[src/rtl/core/mvt_pkg.sv]
package mvt_pkg;

    // Fixed shape of the stream payload.
    localparam int MAX_DIM    = 4;
    localparam int ELEM_W     = 32;
    localparam int DATA_W     = MAX_DIM * ELEM_W;
    localparam int IN_USER_W  = 3;
    localparam int OUT_USER_W = 1;

    // Arithmetic widths: exact product, pair sum, total with rounding headroom.
    localparam int PROD_W = 2 * ELEM_W;
    localparam int PAIR_W = PROD_W + 1;
    localparam int SUM_W  = PROD_W + 3;

    // Operation codes carried in the low tuser bit.
    localparam logic MODE_LOAD  = 1'b0;
    localparam logic MODE_XFORM = 1'b1;

    typedef logic signed [ELEM_W-1:0] elem_t;

    // Load enables for the pipeline stages, from first to last.
    typedef struct packed {
        logic prod_en;
        logic pair_en;
        logic sum_en;
        logic out_en;
    } stage_en_t;

endpackage

[src/rtl/core/mvt_ctrl.sv]
module mvt_ctrl
    import mvt_pkg::*;
(
    input  logic      clk,
    input  logic      rst_n,
    input  logic      in_valid,
    input  logic      in_xform,
    output logic      in_ready,
    output logic      out_valid,
    input  logic      out_ready,
    output stage_en_t en
);

    localparam int NSTAGE = 4;

    logic [NSTAGE-1:0] valid_reg;
    logic [NSTAGE-1:0] valid_next;
    logic [NSTAGE-1:0] free;

    // A stage may load when it is empty or its content moves on this cycle,
    // so bubbles are squeezed out even while the output is stalled.
    always_comb
    begin
        free[NSTAGE-1] = !valid_reg[NSTAGE-1] || out_ready;
        for (int i = NSTAGE - 2; i >= 0; i--)
        begin
            free[i] = !valid_reg[i] || free[i+1];
        end
    end

    always_comb
    begin
        valid_next = valid_reg;
        if (free[0])
        begin
            valid_next[0] = in_valid && (in_xform == MODE_XFORM);
        end
        for (int i = 1; i < NSTAGE; i++)
        begin
            if (free[i])
            begin
                valid_next[i] = valid_reg[i-1];
            end
        end
    end

    always_ff @(posedge clk or negedge rst_n)
    begin
        if (!rst_n)
        begin
            valid_reg <= '0;
        end
        else
        begin
            valid_reg <= valid_next;
        end
    end

    assign en.prod_en = free[0];
    assign en.pair_en = free[1];
    assign en.sum_en  = free[2];
    assign en.out_en  = free[3];
    assign in_ready   = free[0];
    assign out_valid  = valid_reg[NSTAGE-1];

endmodule

[config.mk]
export PLATFORM = sky130hd
export DESIGN_NAME = mvt_ctrl
export DESIGN_NICKNAME = d
export VERILOG_FILES = /design/src/rtl/core/mvt_pkg.sv /design/src/rtl/core/mvt_ctrl.sv
export SDC_FILE = /design/constraint.sdc
export NUM_CORES = 1
export LEC_CHECK = 0
export ABC_CLOCK_PERIOD_IN_PS = 1000
export BUFFER_PORTS_ARGS = -buffer_cell sky130_fd_sc_hd__buf_2
export CORE_AREA = 3 3 40 42
export CTS_BUF_LIST = sky130_fd_sc_hd__clkbuf_8
export DETAILED_ROUTE_END_ITERATION = 10
export DIE_AREA = 0 0 43 45
export REMOVE_ABC_BUFFERS = 1
export SYNTH_ARGS = -nofsm -noshare
export SYNTH_HDL_FRONTEND = slang
export SYNTH_SLANG_ARGS = --single-unit
[constraint.sdc]
create_clock -name clk -period 1 [get_ports clk]
set_clock_uncertainty 0.15 [all_clocks]
set_input_delay 0.1 -clock clk [delete_from_list [all_inputs] [get_ports clk]]
set_output_delay 0.1 -clock clk [all_outputs]
set_load 0.05 [all_outputs]
==> metrics.yaml <==
run_status:
  status: "complete, but fails checks"
  violations: "negative setup slack"
sta:
  post-route-period-util: 1.35
  setup_ws_ns: -0.346
  setup_viol: 7
  hold_viol: 0
  drv_slew: 0
  rsz0062_at_grt: "true"
  min_period_ns: 1.35
  tightest_slew_ns: 0.121
  slew_headroom: 0.919
  fmax_mhz: 743
critical_path:
  timing.reg2reg.setup_slack_ns: -0.07
  crit_type: "register to output port"
  rr_startpoint: "valid_reg[3]$_DFFE_PN0P_"
  crit-reg2reg-capture: "valid_reg[2]$_DFFE_PN0P_"
  rr_worst_depth: 4
  cp.required_ns: 0.75
  crit_start: "valid_reg[2]$_DFFE_PN0P_"
  critical_path_arrival_ns: 1.10
  critPathLaunchType: "register"
  endpoint_kind: "output port"
  path_max_fanout: 2
logic_synthesis:
  syn_area_per_cell_um2: 11.4
  netlist_area_um2: 171
  syn_inst: 15
  synth_cell_type_count: 9
  synth-seq-area-share: 0.584
  yosysWarnings: 0
  ys_ff_latch: 4
clock_tree:
  numCtsBuffers: 3
  cts_buffer_depth: 2
  cts_tree: "done"
  cts.sinks: 4
  root_buffer: "clkbuf_8"
  h-tree-depth: 1
  path_clk_slew_ns: 0.03
  clk_latency_ns: 0.21
floorplanning:
  initial_utilization: 0.133
  die_area_mm2: 0.00194
  die_w_um: 43
  io_pins: 11
  rows: 13
  die_h_um: 45
  core_mm2: 0.00128
drt:
  vias_per_cell: 3.55
  drt-initial-drc-count: 5
  wl_um: 486
  wl_per_cell_um: 9.53
  drc: 0
  vias: 181
  detail-route-antenna-nets: 0
  dr.pass1.iters: 4
power:
  peakVddDrop_uv: 645
  power_uw: 696
  clkPwrFrac: 0.480
  pwr-share-comb: 0.249
  switching_share: 0.253
  power_leakage_nw: 0.211
  power_density_mw_per_mm2: 1710
  power_switching_uw: 176
  intPower_uw: 520
  p_seq_frac: 0.271
final_layout:
  layout-area-overhead-vs-synth_pct: 138
  diodes: 0
  stdcell_area_um2: 408
  final_nets: 43
  n_fill_cell: 138
  fin_util: 0.317
  largest_reg_flops: 4
  layout-drive-gt1-share: 0.611
placement:
  portBuffers: 10
  gp_congestion: 0.652
  placed_cell_area_um2: 278
worst_hold_path:
  hp-class: "input port to asynchronous set/reset pin"
global_routing:
  grt_pass1_vias: 210
  grt_max_degree: 5
  grt_pass1_wl_um: 834
  antenna_found_initial: 0
  gr-usage-all-layers: 0.0669
  grt-ovfl-total: 0
run:
  max_cap_viol_count: 0
[worst max path at each step]
stage	cells past startpoint	end	slack (ns)
after floorplan	2	en[3]	-1.11
after global placement	3	en[3]	-0.14
after detailed placement	3	in_ready	-0.17
after CTS	3	in_ready	-0.36
after global routing	3	in_ready	-0.41
final	3	in_ready	-0.35
[critical path, stage by stage, from the launching register on]
cell      delay [ns]
dfrtp_1         0.35
nand4b_2        0.12
or2_4           0.25
buf_6           0.15
[stage by stage]
step                      TNS (ns)  cells  worst slack [ns]  hold slack (ns)
after floorplan              -5.68     14             -1.11           -0.346
after global placement      -0.652     45            -0.140           -0.239
after detailed placement    -0.729     45            -0.169           -0.239
after CTS                    -1.77     52            -0.364           0.0759
after global routing         -1.98     51            -0.410           0.0980
final                        -1.60     51            -0.346           0.0809
[repair_timing]
item,4_1_cts,5_1_grt
gates resized for setup,17,1
endpoints found under the hold margin,5,0
hold buffers,3,0
buffers inserted,1,0
setup endpoints to repair,7,8
pin swaps,1,0
gates cloned,0,0
[metal layers]
metal  share of wire  track usage
met1            0.48       0.0805
met2            0.34       0.0629
met3            0.14       0.0438
met4           0.041       0.0904
met5               0            0
[Yosys cell counts]
library cell  n  area, µm²
dfrtp_1       4        100
o21ai_0       1       5.00
nand2_1       2       7.51
inv_1         1       3.75
nand3b_1      1       7.51
buf_4         1       7.51
nand2b_1      3       18.8
or2_1         1       6.26
nand4b_2      1       15.0
[placed cells by master (no fill, tap or decap), drive strengths merged]
cell,count
clkbuf,3
nand2,2
nand2b,3
or2,1
dlygate4sd3,3
o21ai,1
dfrtp,4
buf,16
nand3b,1
inv,1
nand4b,1
[kinds of logic (layout without fill, tap and decap cells)]
logic type | Yosys count | after routing | synth area share
buffers and inverters | 2 | 23 | 0.0657
flip-flops | 4 | 4 | 0.584
AO/OA/AOI/OAI | 1 | 1 | 0.0292
AND/OR/NAND/NOR | 8 | 8 | 0.321
[power by group through the flow]
stage / Clock, mW / Combinational, mW / Sequential, mW
floorplan: 0 / 0.0464 / 0.211
finish: 0.334 / 0.174 / 0.188
global route: 0.357 / 0.183 / 0.191
global placement: 0 / 0.125 / 0.189
detailed placement: 0 / 0.124 / 0.190
CTS: 0.343 / 0.172 / 0.189
[area by class of cell]
class / instances / area [µm²] / area share
clock buffer: 3 / 41.3 / 0.101
inverter: 1 / 3.75 / 0.00920
multi-input combinational: 9 / 70.1 / 0.172
sequential: 4 / 100 / 0.245
timing repair buffer: 19 / 174 / 0.426
tap: 15 / 18.8 / 0.0460
Note: power is estimated with default switching activity, not from simulation.
